File: src/rtl/cbrsu_pkg.sv
// Shared types, codes and constants of the bit, rotate, shift and flag unit.
package cbrsu_pkg;

   // Instruction group selected by the cmd field
   typedef enum logic [3:0] {
      CMD_PREFIX = 4'd0,
      CMD_RLCA   = 4'd1,
      CMD_RRCA   = 4'd2,
      CMD_RLA    = 4'd3,
      CMD_RRA    = 4'd4,
      CMD_DAA    = 4'd5,
      CMD_CPL    = 4'd6,
      CMD_SCF    = 4'd7,
      CMD_CCF    = 4'd8
   } cmd_type;

   // Prefixed opcode, bits 7-6
   typedef enum logic [1:0] {
      OPC_SHIFT = 2'd0,
      OPC_BIT   = 2'd1,
      OPC_RES   = 2'd2,
      OPC_SET   = 2'd3
   } opclass_type;

   // Prefixed opcode, bits 5-3, when the class is shift/rotate
   typedef enum logic [2:0] {
      SH_RLC  = 3'd0,
      SH_RRC  = 3'd1,
      SH_RL   = 3'd2,
      SH_RR   = 3'd3,
      SH_SLA  = 3'd4,
      SH_SRA  = 3'd5,
      SH_SWAP = 3'd6,
      SH_SRL  = 3'd7
   } shift_type;

   localparam int FLAG_Z = 3;
   localparam int FLAG_N = 2;
   localparam int FLAG_H = 1;
   localparam int FLAG_C = 0;

   localparam logic [2:0] ACC_INDEX       = 3'd7;
   localparam logic [7:0] DAA_LOW_ADJ     = 8'h06;
   localparam logic [7:0] DAA_HIGH_ADJ    = 8'h60;
   localparam logic [7:0] DAA_HIGH_LIMIT  = 8'h99;
   localparam logic [3:0] DAA_DIGIT_LIMIT = 4'h9;

   typedef struct packed {
      logic [3:0] cmd;
      logic [7:0] prefix_opcode;
      logic [7:0] operand;
      logic [3:0] flags_in;
   } req_item_type;

   typedef struct packed {
      logic [7:0] result;
      logic [3:0] flags_out;
      logic       write_back;
      logic [2:0] target_index;
   } rsp_item_type;

endpackage

File: src/rtl/cbrsu_if.sv
// Valid/ready channel interfaces for the request and response items.
interface cbrsu_req_if;
   logic       valid;
   logic       ready;
   logic [3:0] cmd;
   logic [7:0] prefix_opcode;
   logic [7:0] operand;
   logic [3:0] flags_in;

   modport source (output valid, output cmd, output prefix_opcode, output operand,
                   output flags_in, input ready);
   modport sink (input valid, input cmd, input prefix_opcode, input operand,
                 input flags_in, output ready);
endinterface

interface cbrsu_rsp_if;
   logic       valid;
   logic       ready;
   logic [7:0] result;
   logic [3:0] flags_out;
   logic       write_back;
   logic [2:0] target_index;

   modport source (output valid, output result, output flags_out, output write_back,
                   output target_index, input ready);
   modport sink (input valid, input result, input flags_out, input write_back,
                 input target_index, output ready);
endinterface

File: src/rtl/cpu_bit_rotate_shift_flag_unit.sv
// Bit, rotate, shift and flag unit: top level with request and response stages.
//
// Executes one 8-bit CPU instruction per item: the prefixed group (RLC, RRC,
// RL, RR, SLA, SRA, SWAP, SRL, BIT, RES, SET), RLCA/RRCA/RLA/RRA, DAA, CPL,
// SCF and CCF. Each request item carries cmd, the prefixed opcode byte, the
// operand byte and the Z/N/H/C flags; each response item returns the result
// byte, the new flags, a write-back strobe and the target register index.
// Throughput is one item per clock while the response side takes items. The
// request register takes the item when it is accepted, the execute logic
// works on it combinationally, and the response register then takes the
// result; the response is valid once it sits in the response register.
// The request side still takes an item while a finished response waits, as
// long as the request stage is empty. No state survives between items; reset
// only empties the two stages. Prefixed shifts and DAA set Z from the 8-bit
// result, and SRA sets carry from bit 0. Unused cmd codes return result 0,
// unchanged flags, no write.
module cpu_bit_rotate_shift_flag_unit (
   input logic         clock,
   input logic         reset,
   cbrsu_req_if.sink   req_chan,
   cbrsu_rsp_if.source rsp_chan
);

   cbrsu_pkg::req_item_type req_item;
   cbrsu_pkg::req_item_type op_item;
   cbrsu_pkg::rsp_item_type exec_item;
   cbrsu_pkg::rsp_item_type rsp_item;
   logic                    op_valid;
   logic                    op_ready;

   assign req_item.cmd           = req_chan.cmd;
   assign req_item.prefix_opcode = req_chan.prefix_opcode;
   assign req_item.operand       = req_chan.operand;
   assign req_item.flags_in      = req_chan.flags_in;

   // request register
   cbrsu_stage #(
      .payload_type (cbrsu_pkg::req_item_type)
   ) u_req_stage (
      .clock     (clock),
      .reset     (reset),
      .in_valid  (req_chan.valid),
      .in_ready  (req_chan.ready),
      .in_data   (req_item),
      .out_valid (op_valid),
      .out_ready (op_ready),
      .out_data  (op_item)
   );

   // execute logic
   cbrsu_exec u_exec (
      .op_item  (op_item),
      .res_item (exec_item)
   );

   // response register
   cbrsu_stage #(
      .payload_type (cbrsu_pkg::rsp_item_type)
   ) u_rsp_stage (
      .clock     (clock),
      .reset     (reset),
      .in_valid  (op_valid),
      .in_ready  (op_ready),
      .in_data   (exec_item),
      .out_valid (rsp_chan.valid),
      .out_ready (rsp_chan.ready),
      .out_data  (rsp_item)
   );

   assign rsp_chan.result       = rsp_item.result;
   assign rsp_chan.flags_out    = rsp_item.flags_out;
   assign rsp_chan.write_back   = rsp_item.write_back;
   assign rsp_chan.target_index = rsp_item.target_index;

   // an accepted request lands in the request register
   a_req_lands: assert property (@(posedge clock) disable iff (reset)
      req_chan.valid && req_chan.ready |=> op_valid)
      else $error("accepted request item not held in request stage");

   // an executed item moves on into the response register
   a_op_moves: assert property (@(posedge clock) disable iff (reset)
      op_valid && op_ready |=> rsp_chan.valid)
      else $error("executed item lost between stages");

   // request side stalls only when both stages are full
   a_stall_full: assert property (@(posedge clock) disable iff (reset)
      !req_chan.ready |-> op_valid && rsp_chan.valid && !rsp_chan.ready)
      else $error("request stalled with room in the pipeline");

   // results without write-back carry a zero byte
   a_nowb_zero: assert property (@(posedge clock) disable iff (reset)
      rsp_chan.valid && !rsp_chan.write_back |-> rsp_chan.result == 8'h00)
      else $error("non-written result is not zero");

   // only prefixed items target a register other than the accumulator
   a_acc_target: assert property (@(posedge clock) disable iff (reset)
      op_valid && op_item.cmd != cbrsu_pkg::CMD_PREFIX
         |-> exec_item.target_index == cbrsu_pkg::ACC_INDEX)
      else $error("accumulator op with non-accumulator target");

endmodule

File: src/rtl/cbrsu_stage.sv
// One valid/ready register stage; takes a new item whenever it is empty or drains.
module cbrsu_stage #(
   parameter type payload_type = cbrsu_pkg::req_item_type
) (
   input  logic        clock,
   input  logic        reset,
   input  logic        in_valid,
   output logic        in_ready,
   input  payload_type in_data,
   output logic        out_valid,
   input  logic        out_ready,
   output payload_type out_data
);

   logic        valid_ff;
   logic        valid_in;
   payload_type data_ff;
   payload_type data_in;

   assign in_ready = !valid_ff || out_ready;

   always_comb begin
      valid_in = in_ready ? in_valid : valid_ff;
      data_in  = (in_valid && in_ready) ? in_data : data_ff;
   end

   always_ff @(posedge clock) begin
      if (reset) begin
         valid_ff <= 1'b0;
      end else begin
         valid_ff <= valid_in;
      end
      data_ff <= data_in;
   end

   assign out_valid = valid_ff;
   assign out_data  = data_ff;

endmodule

File: src/rtl/cbrsu_exec.sv
// Combinational execute logic: prefixed bit ops, accumulator rotates, DAA, CPL, SCF, CCF.
module cbrsu_exec (
   input  cbrsu_pkg::req_item_type op_item,
   output cbrsu_pkg::rsp_item_type res_item
);

   logic [7:0] x;
   logic [3:0] f;
   logic       cin;
   logic [2:0] kind;
   logic [1:0] opclass;
   logic [7:0] sh_res;
   logic       sh_c;
   logic [7:0] bit_mask;
   logic       daa_sub;
   logic       daa_low;
   logic       daa_high;
   logic [7:0] daa_adj;
   logic [7:0] daa_res;

   assign x       = op_item.operand;
   assign f       = op_item.flags_in;
   assign cin     = op_item.flags_in[cbrsu_pkg::FLAG_C];
   assign kind    = op_item.prefix_opcode[5:3];
   assign opclass = op_item.prefix_opcode[7:6];
   assign bit_mask = 8'b1 << kind;

   // prefixed shifts and rotates
   always_comb begin
      unique case (cbrsu_pkg::shift_type'(kind))
         cbrsu_pkg::SH_RLC:  begin sh_c = x[7]; sh_res = {x[6:0], x[7]};  end
         cbrsu_pkg::SH_RRC:  begin sh_c = x[0]; sh_res = {x[0], x[7:1]};  end
         cbrsu_pkg::SH_RL:   begin sh_c = x[7]; sh_res = {x[6:0], cin};   end
         cbrsu_pkg::SH_RR:   begin sh_c = x[0]; sh_res = {cin, x[7:1]};   end
         cbrsu_pkg::SH_SLA:  begin sh_c = x[7]; sh_res = {x[6:0], 1'b0};  end
         cbrsu_pkg::SH_SRA:  begin sh_c = x[0]; sh_res = {x[7], x[7:1]};  end
         cbrsu_pkg::SH_SWAP: begin sh_c = 1'b0; sh_res = {x[3:0], x[7:4]}; end
         cbrsu_pkg::SH_SRL:  begin sh_c = x[0]; sh_res = {1'b0, x[7:1]};  end
         default:            begin sh_c = 1'b0; sh_res = 8'h00;           end
      endcase
   end

   // decimal adjust: add after an addition, subtract after a subtraction
   always_comb begin
      daa_sub  = f[cbrsu_pkg::FLAG_N];
      daa_low  = f[cbrsu_pkg::FLAG_H] || (!daa_sub && (x[3:0] > cbrsu_pkg::DAA_DIGIT_LIMIT));
      daa_high = cin || (!daa_sub && (x > cbrsu_pkg::DAA_HIGH_LIMIT));
      daa_adj  = (daa_low ? cbrsu_pkg::DAA_LOW_ADJ : 8'h00)
               | (daa_high ? cbrsu_pkg::DAA_HIGH_ADJ : 8'h00);
      daa_res  = daa_sub ? (x - daa_adj) : (x + daa_adj);
   end

   always_comb begin
      res_item.result       = 8'h00;
      res_item.flags_out    = f;
      res_item.write_back   = 1'b1;
      res_item.target_index = cbrsu_pkg::ACC_INDEX;
      unique case (cbrsu_pkg::cmd_type'(op_item.cmd))
         cbrsu_pkg::CMD_PREFIX: begin
            res_item.target_index = op_item.prefix_opcode[2:0];
            unique case (cbrsu_pkg::opclass_type'(opclass))
               cbrsu_pkg::OPC_BIT: begin
                  res_item.write_back = 1'b0;
                  res_item.flags_out  = {~|(x & bit_mask), 1'b0, 1'b1, cin};
               end
               cbrsu_pkg::OPC_RES: begin
                  res_item.result = x & ~bit_mask;
               end
               cbrsu_pkg::OPC_SET: begin
                  res_item.result = x | bit_mask;
               end
               default: begin
                  res_item.result    = sh_res;
                  res_item.flags_out = {sh_res == 8'h00, 2'b00, sh_c};
               end
            endcase
         end
         cbrsu_pkg::CMD_RLCA: begin
            res_item.result    = {x[6:0], x[7]};
            res_item.flags_out = {3'b000, x[7]};
         end
         cbrsu_pkg::CMD_RRCA: begin
            res_item.result    = {x[0], x[7:1]};
            res_item.flags_out = {3'b000, x[0]};
         end
         cbrsu_pkg::CMD_RLA: begin
            res_item.result    = {x[6:0], cin};
            res_item.flags_out = {3'b000, x[7]};
         end
         cbrsu_pkg::CMD_RRA: begin
            res_item.result    = {cin, x[7:1]};
            res_item.flags_out = {3'b000, x[0]};
         end
         cbrsu_pkg::CMD_DAA: begin
            res_item.result    = daa_res;
            res_item.flags_out = {daa_res == 8'h00, daa_sub, 1'b0, daa_high};
         end
         cbrsu_pkg::CMD_CPL: begin
            res_item.result    = ~x;
            res_item.flags_out = {f[cbrsu_pkg::FLAG_Z], 2'b11, cin};
         end
         cbrsu_pkg::CMD_SCF: begin
            res_item.write_back = 1'b0;
            res_item.flags_out  = {f[cbrsu_pkg::FLAG_Z], 3'b001};
         end
         cbrsu_pkg::CMD_CCF: begin
            res_item.write_back = 1'b0;
            res_item.flags_out  = {f[cbrsu_pkg::FLAG_Z], 2'b00, ~cin};
         end
         default: begin
            // unused codes behave as a no-op
            res_item.write_back = 1'b0;
         end
      endcase
   end

endmodule

File: src/flat_wrapper.sv
// flat-port wrapper written by rule: the top's interface ports become plain ports
module cpu_bit_rotate_shift_flag_unit_flat 
  (clock, reset, req_chan_valid, req_chan_cmd, req_chan_prefix_opcode, req_chan_operand, req_chan_flags_in, req_chan_ready, rsp_chan_valid, rsp_chan_result, rsp_chan_flags_out, rsp_chan_write_back, rsp_chan_target_index, rsp_chan_ready);
  cbrsu_req_if req_chan_i ();
  cbrsu_rsp_if rsp_chan_i ();
  input logic clock;
  input logic reset;
  input wire logic [$bits(req_chan_i.valid)-1:0] req_chan_valid;
  input wire logic [$bits(req_chan_i.cmd)-1:0] req_chan_cmd;
  input wire logic [$bits(req_chan_i.prefix_opcode)-1:0] req_chan_prefix_opcode;
  input wire logic [$bits(req_chan_i.operand)-1:0] req_chan_operand;
  input wire logic [$bits(req_chan_i.flags_in)-1:0] req_chan_flags_in;
  output wire logic [$bits(req_chan_i.ready)-1:0] req_chan_ready;
  output wire logic [$bits(rsp_chan_i.valid)-1:0] rsp_chan_valid;
  output wire logic [$bits(rsp_chan_i.result)-1:0] rsp_chan_result;
  output wire logic [$bits(rsp_chan_i.flags_out)-1:0] rsp_chan_flags_out;
  output wire logic [$bits(rsp_chan_i.write_back)-1:0] rsp_chan_write_back;
  output wire logic [$bits(rsp_chan_i.target_index)-1:0] rsp_chan_target_index;
  input wire logic [$bits(rsp_chan_i.ready)-1:0] rsp_chan_ready;
  assign req_chan_i.valid = req_chan_valid;
  assign req_chan_i.cmd = req_chan_cmd;
  assign req_chan_i.prefix_opcode = req_chan_prefix_opcode;
  assign req_chan_i.operand = req_chan_operand;
  assign req_chan_i.flags_in = req_chan_flags_in;
  assign req_chan_ready = req_chan_i.ready;
  assign rsp_chan_valid = rsp_chan_i.valid;
  assign rsp_chan_result = rsp_chan_i.result;
  assign rsp_chan_flags_out = rsp_chan_i.flags_out;
  assign rsp_chan_write_back = rsp_chan_i.write_back;
  assign rsp_chan_target_index = rsp_chan_i.target_index;
  assign rsp_chan_i.ready = rsp_chan_ready;
  cpu_bit_rotate_shift_flag_unit u_core (.clock(clock), .reset(reset), .req_chan(req_chan_i), .rsp_chan(rsp_chan_i));
endmodule
File: config.mk
export PLATFORM = sky130hd
export DESIGN_NAME = cpu_bit_rotate_shift_flag_unit_flat
export DESIGN_NICKNAME = d
export VERILOG_FILES = /design/src/rtl/cbrsu_pkg.sv /design/src/rtl/cbrsu_if.sv /design/src/rtl/cpu_bit_rotate_shift_flag_unit.sv /design/src/rtl/cbrsu_stage.sv /design/src/rtl/cbrsu_exec.sv /design/src/flat_wrapper.sv
export SDC_FILE = /design/constraint.sdc
export NUM_CORES = 1
export LEC_CHECK = 0
export BUFFER_PORTS_ARGS = -buffer_cell sky130_fd_sc_hd__buf_2
export CORE_MARGIN = 2
export CORE_UTILIZATION = 51
export DETAILED_ROUTE_END_ITERATION = 10
export HOLD_SLACK_MARGIN = 0.12
export PLACE_DENSITY = 0.74
export SYNTH_ARGS = -nofsm -noshare
export SYNTH_HDL_FRONTEND = slang
export SYNTH_HIERARCHICAL = 1
export SYNTH_SLANG_ARGS = --single-unit
File: constraint.sdc
create_clock -name clock -period 2.97 [get_ports clock]
set_clock_uncertainty 0.2 [all_clocks]
set_input_delay 0.594 -clock clock [delete_from_list [all_inputs] [get_ports clock]]
set_output_delay 0.594 -clock clock [all_outputs]
set_load 0.01 [all_outputs]
# After elaboration in Yosys (flattened, before gate mapping)
# Index checks and enable logic that the tools add are counted.
# totals
ff_bits,42
inputBits,28
out_inout_bits,18
wordCells,74
# op_classes
add_sub_neg,2
n_lt_le_gt_ge,2
eq_ne,18
n_shift,1
n_mux,11
n_bitwise,7
reduce_logical,23
# op_table
cell,count
$pmux 8 s8,1
$pmux 8 s7,1
$pmux 4 s7,1
$pmux 8 s3,1
$and 8x8->8,2
$eq 4x3->1 const B,4
$logic_not 8->1,2
$not 8->8,2
$eq 3x3->1 const B,4
$add 8x7->8,1
$eq 4x2->1 const B,2
$gt 8x8->1 const B,1
$mux 8,1
$or 8x8->8,1
$pmux 4 s2,1
$reduce_or 8->1,1
$shl 1x3->8 const A,1
$sub 8x7->8,1
$mux 7,1
$or 3x7->7,1
$eq 3x2->1 const B,2
$reduce_or 2->1,3
$reduce_or 6->1,1
$eq 2x2->1 const B,2
other kinds (17),26

# Logic depth before layout (Yosys ltp)
# depth
word_depth,9
ltp_mapped,12
ltp_nobuf,11

# Cells and area by module
# The synthesis kept the hierarchy.
# by_module_without_submodules
mod,n_inst,cells_each,area_per_inst_um2,seq_area_each_um2
cbrsu_exec,1,245,1545.2,0.0
cbrsu_stage at u_core.u_req_stage,1,29,775.7,740.7
cbrsu_stage at u_core.u_rsp_stage,1,21,535.5,500.5

# Least setup slack after synthesis
# OpenSTA, ideal clock, no wires.
# synth_path
path_type,flip-flop to flip-flop
startpoint,"reg u_core.u_req_stage.data_ff, in the netlist u_core/u_req_stage/out_data[7]"
endpoint,"reg u_core.u_rsp_stage.data_ff, in the netlist u_core/u_rsp_stage/out_data[15], data pin"
setup_ns,0.275
arrival_time_ns,2.377
required_ns,2.495
slack_ns,0.119
stages_incl_launch_ff,12
path_buffers,1
period_less_slack_ns,2.851
path_cell_list,edfxtp_1 clkbuf_1 o21ai_0 o21bai_1 nand2_1 ha_1 or3_1 a2bb2oi_1 a21o_1 a21oi_2 xnor2_1 o221ai_1
# synth_lines
element,line,rtl
from (decl),cbrsu_stage.sv:17,payload_type data_ff;
from (signal assigned),cbrsu_stage.sv:33,data_ff <= data_in;
to (signal assigned),cbrsu_stage.sv:33,
to (decl),cbrsu_stage.sv:17,

==> parameters.txt <==
Parameter                              Value

Clock tree
  Post-CTS clock slew at the launch and capture registers of the worst setup and hold paths    90 ps
  Num Clock Sinks    42
  Clock tree from TritonCTS    done
  CTS Root Buffer Type    clkbuf_8
  Quantity of hold-fixing buffers added after cts    0
  Maximum number of buffers from clock root to sink    2
  Clock latency of the later-clocked register in the worst-skew pair    290 ps
  Total number of H-tree levels    2
  Post-CTS sizing    0
  Setup repair bufs after CTS    0
  Cts bufs inserted    5

Worst setup path
  Crit path to    u_core/u_rsp_stage/out_data[15]$_DFFE_PP_
  Length in cells of the worst reg-to-reg path    10
  Req. time, crit path    2810 ps
  Max Fanout on Critical Path    4
  Critical R2R Capture    u_core/u_rsp_stage/out_data[15]$_DFFE_PP_
  Launching instance or port of the critical path    u_core/u_req_stage/out_data[6]$_DFFE_PP_
  Element type at the critical path end    register
  Endpoint arrival time on the critical path    2540 ps
  Startpoint of the most critical register-to-register path    u_core/u_req_stage/out_data[6]$_DFFE_PP_
  Start-to-end type of the worst setup path    reg -> reg
  Setup slack on the worst flop-to-flop path    ~270 ps
  Launching element type of the critical path    register

STA
  Clock period minus final worst setup slack    2702 ps
  Final setup viols    0
  Worst slew margin relative to its limit    0.5770
  Transition time at the pin with the least slew margin    about 630 ps
  Post-route fraction of the period consumed by the critical path    0.9098
  Setup TNS    0 ps
  Pins over their slew limit    0
  Worst hold-check slack    around 270 ps
  Smallest setup slack after layout    267.8 ps
  Achievable clock frequency    around 0.37 GHz
  Setup repair after global routing missed its margin    no
  Final count of hold timing violations    0

Detailed routing
  Initial DRC Count    ~370
  Routed length per instance    ~17 um
  Number of design rule violations left after detail routing    0
  Number of vias per cell after detailed routing    6.158
  Total Wirelength    slightly above 7000 um
  Count of vias placed by the detailed router    2537
  Number of antenna-violating nets in the routed design    0
  Pre-antenna DRT Iters    6

Die
  Cell row count    27
  Ports    46
  Core Area    5473 um^2
  Initial cell density of the core    0.5219
  Die outline width    78.84 um
  Die Outline Area    between 6000 and 7000 um^2
  Y dimension of the die    78.84 um

Power
  Total leakage power    1.282 nW
  Internal portion of total power    roughly 990 uW
  Clock share of power    0.260
  P_sw    416.9 uW
  Part of the total power dissipated in sequential elements    0.514
  Combinational fraction of design power    0.226
  PwrDens    between 400 and 500 nW/um^2
  Maximum vdd ir drop    0.4265 mV
  Switch share    0.2956
  Post-layout total power    1.411 mW

Cells and area
  Fraction of layout instances using a drive strength above 1    0.2324
  Synth-to-layout area growth    15.07%
  Combined area of the multi-input logic cells    1474 um^2
  Post-route insts no fill    412
  Seq. cell area    ~1200 um^2
  Nets    376
  Total inserted antenna cells    0
  Number of filler cells placed in the layout    slightly below 500

Global routing
  Global routing usage on met2    0.3795
  Global-route track usage on met1    0.3239
  First-pass GRT wire length    between 10000 and 15000 um
  Met3 Resource Use GR    0.04432
  Initial antenna violation count    0
  Overflow after GRT    0
  Number of global-route vias before repair    2367
  Aggregate global-route resource usage    0.2394
  Most Used Layer, Global Route    met2
  Largest net degree at the start of global routing    31

Synthesis
  Flip-flop cell with the highest count after synthesis    edfxtp_1
  Mean instance size in the synthesized netlist    9.683 um^2
  Post-Synthesis Net Count    332
  Register area share after synthesis    0.4345
  Yosys Warn Count    6
  Number of enable-type register cells in the synthesized netlist    40
  Number of different library cells in the post-synthesis netlist    58
  Mapped Area    2856 um^2
  Syn Inst Count    between 200 and 300
  Post-synthesis sequential element count    between 40 and 50
  Ys async rst share    0

Run
  Count of maximum capacitance violations    0

Placement
  PortBufs    45
  Setup slack at placement    232.4 ps
  HPWL after detailed placement    slightly above 5000 um
  Placed cells    404
  Placer congestion estimate    0.9230

Hold path
  Class of the tightest hold or removal check    in -> reg

Run status
  Run status    completed
-- worst max-delay path, cell delays in order, from the launching register on --
cell	delay [ps]
edfxtp_1	350
o21ai_1	80
o21bai_1	260
nand2_1	130
ha_1	230
or3_1	390
a2bb2oi_1	160
a21o_1	200
a21oi_2	140
xnor2_1	160
o221ai_1	150
-- cell type report --
type                            instances  area share
Clock buffer                            5     0.02094
Clock inverter                          3    0.005710
Inverter                               11     0.01256
Multi-Input combinational cell        217      0.4484
Sequential cell                        42      0.3776
Tap cell                               72     0.02741
Timing Repair Buffer                   62      0.1073
-- through the flow --
step                utilization  area [um^2]
floorplan                     -         2856
global placement         0.5846         3199
detailed placement       0.5846         3199
CTS                      0.6006         3287
global route             0.6006         3287
finish                   0.6006         3287
-- cells in the mapped netlist (3+ instances only) --
| cell | instances | area (um^2) |
|---|---|---|
| a2bb2oi_1 | 4 | 35.03 |
| nor2_1 | 15 | 56.30 |
| nor2b_1 | 9 | 56.30 |
| a21oi_2 | 3 | 26.28 |
| mux2i_1 | 9 | 90.09 |
| o2bb2ai_1 | 4 | 35.03 |
| and2_1 | 5 | 31.28 |
| a221o_1 | 5 | 50.05 |
| xnor2_1 | 3 | 26.28 |
| o211ai_1 | 4 | 30.03 |
| nand4b_1 | 5 | 43.79 |
| clkbuf_1 | 16 | 60.06 |
| a21oi_1 | 13 | 65.06 |
| nor4_1 | 4 | 25.02 |
| a22oi_1 | 3 | 22.52 |
| nand2b_1 | 10 | 62.56 |
| inv_1 | 11 | 41.29 |
| nand2_1 | 28 | 105.1 |
| buf_2 | 7 | 35.03 |
| nand3b_1 | 3 | 22.52 |
| edfxtp_1 | 40 | 1201 |
| ha_1 | 9 | 112.6 |
| o21a_1 | 3 | 22.52 |
| nor3_1 | 6 | 30.03 |
| xor2_1 | 4 | 35.03 |
| nand3_1 | 3 | 15.01 |
| a221oi_1 | 3 | 26.28 |
| o221ai_1 | 3 | 26.28 |
| o21ai_0 | 21 | 105.1 |
-- how the worst min path moves through the flow --
| stage | start | endpoint | slack [ps] | cells past startpoint |
|---|---|---|---|---|
| 2_1_floorplan | u_core/u_req_stage/out_valid$_SDFFE_PP0P_ | u_core/u_rsp_stage/out_valid$_SDFFE_PP0P_ | 270 | 2 |
| 3_3_place_gp | u_core/u_req_stage/out_data[12]$_DFFE_PP_ | u_core/u_rsp_stage/out_data[0]$_DFFE_PP_ | 280 | 1 |
| 3_5_place_dp | u_core/u_req_stage/out_data[13]$_DFFE_PP_ | u_core/u_rsp_stage/out_data[1]$_DFFE_PP_ | 280 | 1 |
| 4_1_cts | req_chan_prefix_opcode[1] | u_core/u_req_stage/out_data[13]$_DFFE_PP_ | 270 | 1 |
| 5_1_grt | req_chan_prefix_opcode[2] | u_core/u_req_stage/out_data[14]$_DFFE_PP_ | 260 | 1 |
| 6_report | req_chan_prefix_opcode[3] | u_core/u_req_stage/out_data[15]$_DFFE_PP_ | 270 | 1 |
-- logic make-up after synthesis --
family	count (synthesis)	share of synthesized area
AOI/OAI and AO/OA	88	0.2155
xor gates and xnor gates	7	0.02146
adders and majority gates	9	0.03942
buffers and inverters	36	0.05169
DFF	42	0.4345
muxes	12	0.04336
and+or+nand+nor	101	0.1940
-- power by group through the flow --
| stage | logic (mW) | registers (mW) | clock network, mW |
|---|---|---|---|
| floorplan | 0.223 | 0.723 | 0 |
| global placement | 0.305 | 0.737 | 0 |
| detailed placement | 0.312 | 0.738 | 0 |
| CTS | 0.314 | 0.724 | 0.375 |
| global route | 0.347 | 0.730 | 0.404 |
| finish | 0.319 | 0.725 | 0.367 |
-- layout by cell type (no fill, tap or decap), types with 10 or more instances in the layout --
| master | n |
|---|---|
| a21oi_1 | 13 |
| buf_2 | 45 |
| buf_4 | 17 |
| edfxtp_1 | 40 |
| inv_1 | 11 |
| nand2_1 | 28 |
| nand2b_1 | 10 |
| nor2_1 | 15 |
| o21ai_0 | 20 |
-- registers in the layout (all words and copies together) (netlist names) --
signal / count
u_core/u_req_stage/out_valid: 1
u_core/u_rsp_stage/out_valid: 1
u_core/u_req_stage/out_data: 24
u_core/u_rsp_stage/out_data: 16
-- layer usage --
layer  wire, um  part of all wire
met1       2903              0.41
met2       3289              0.46
met5          0                 0
met4        248             0.035
met3        657             0.093
Power figures use the tool's default switching activity.
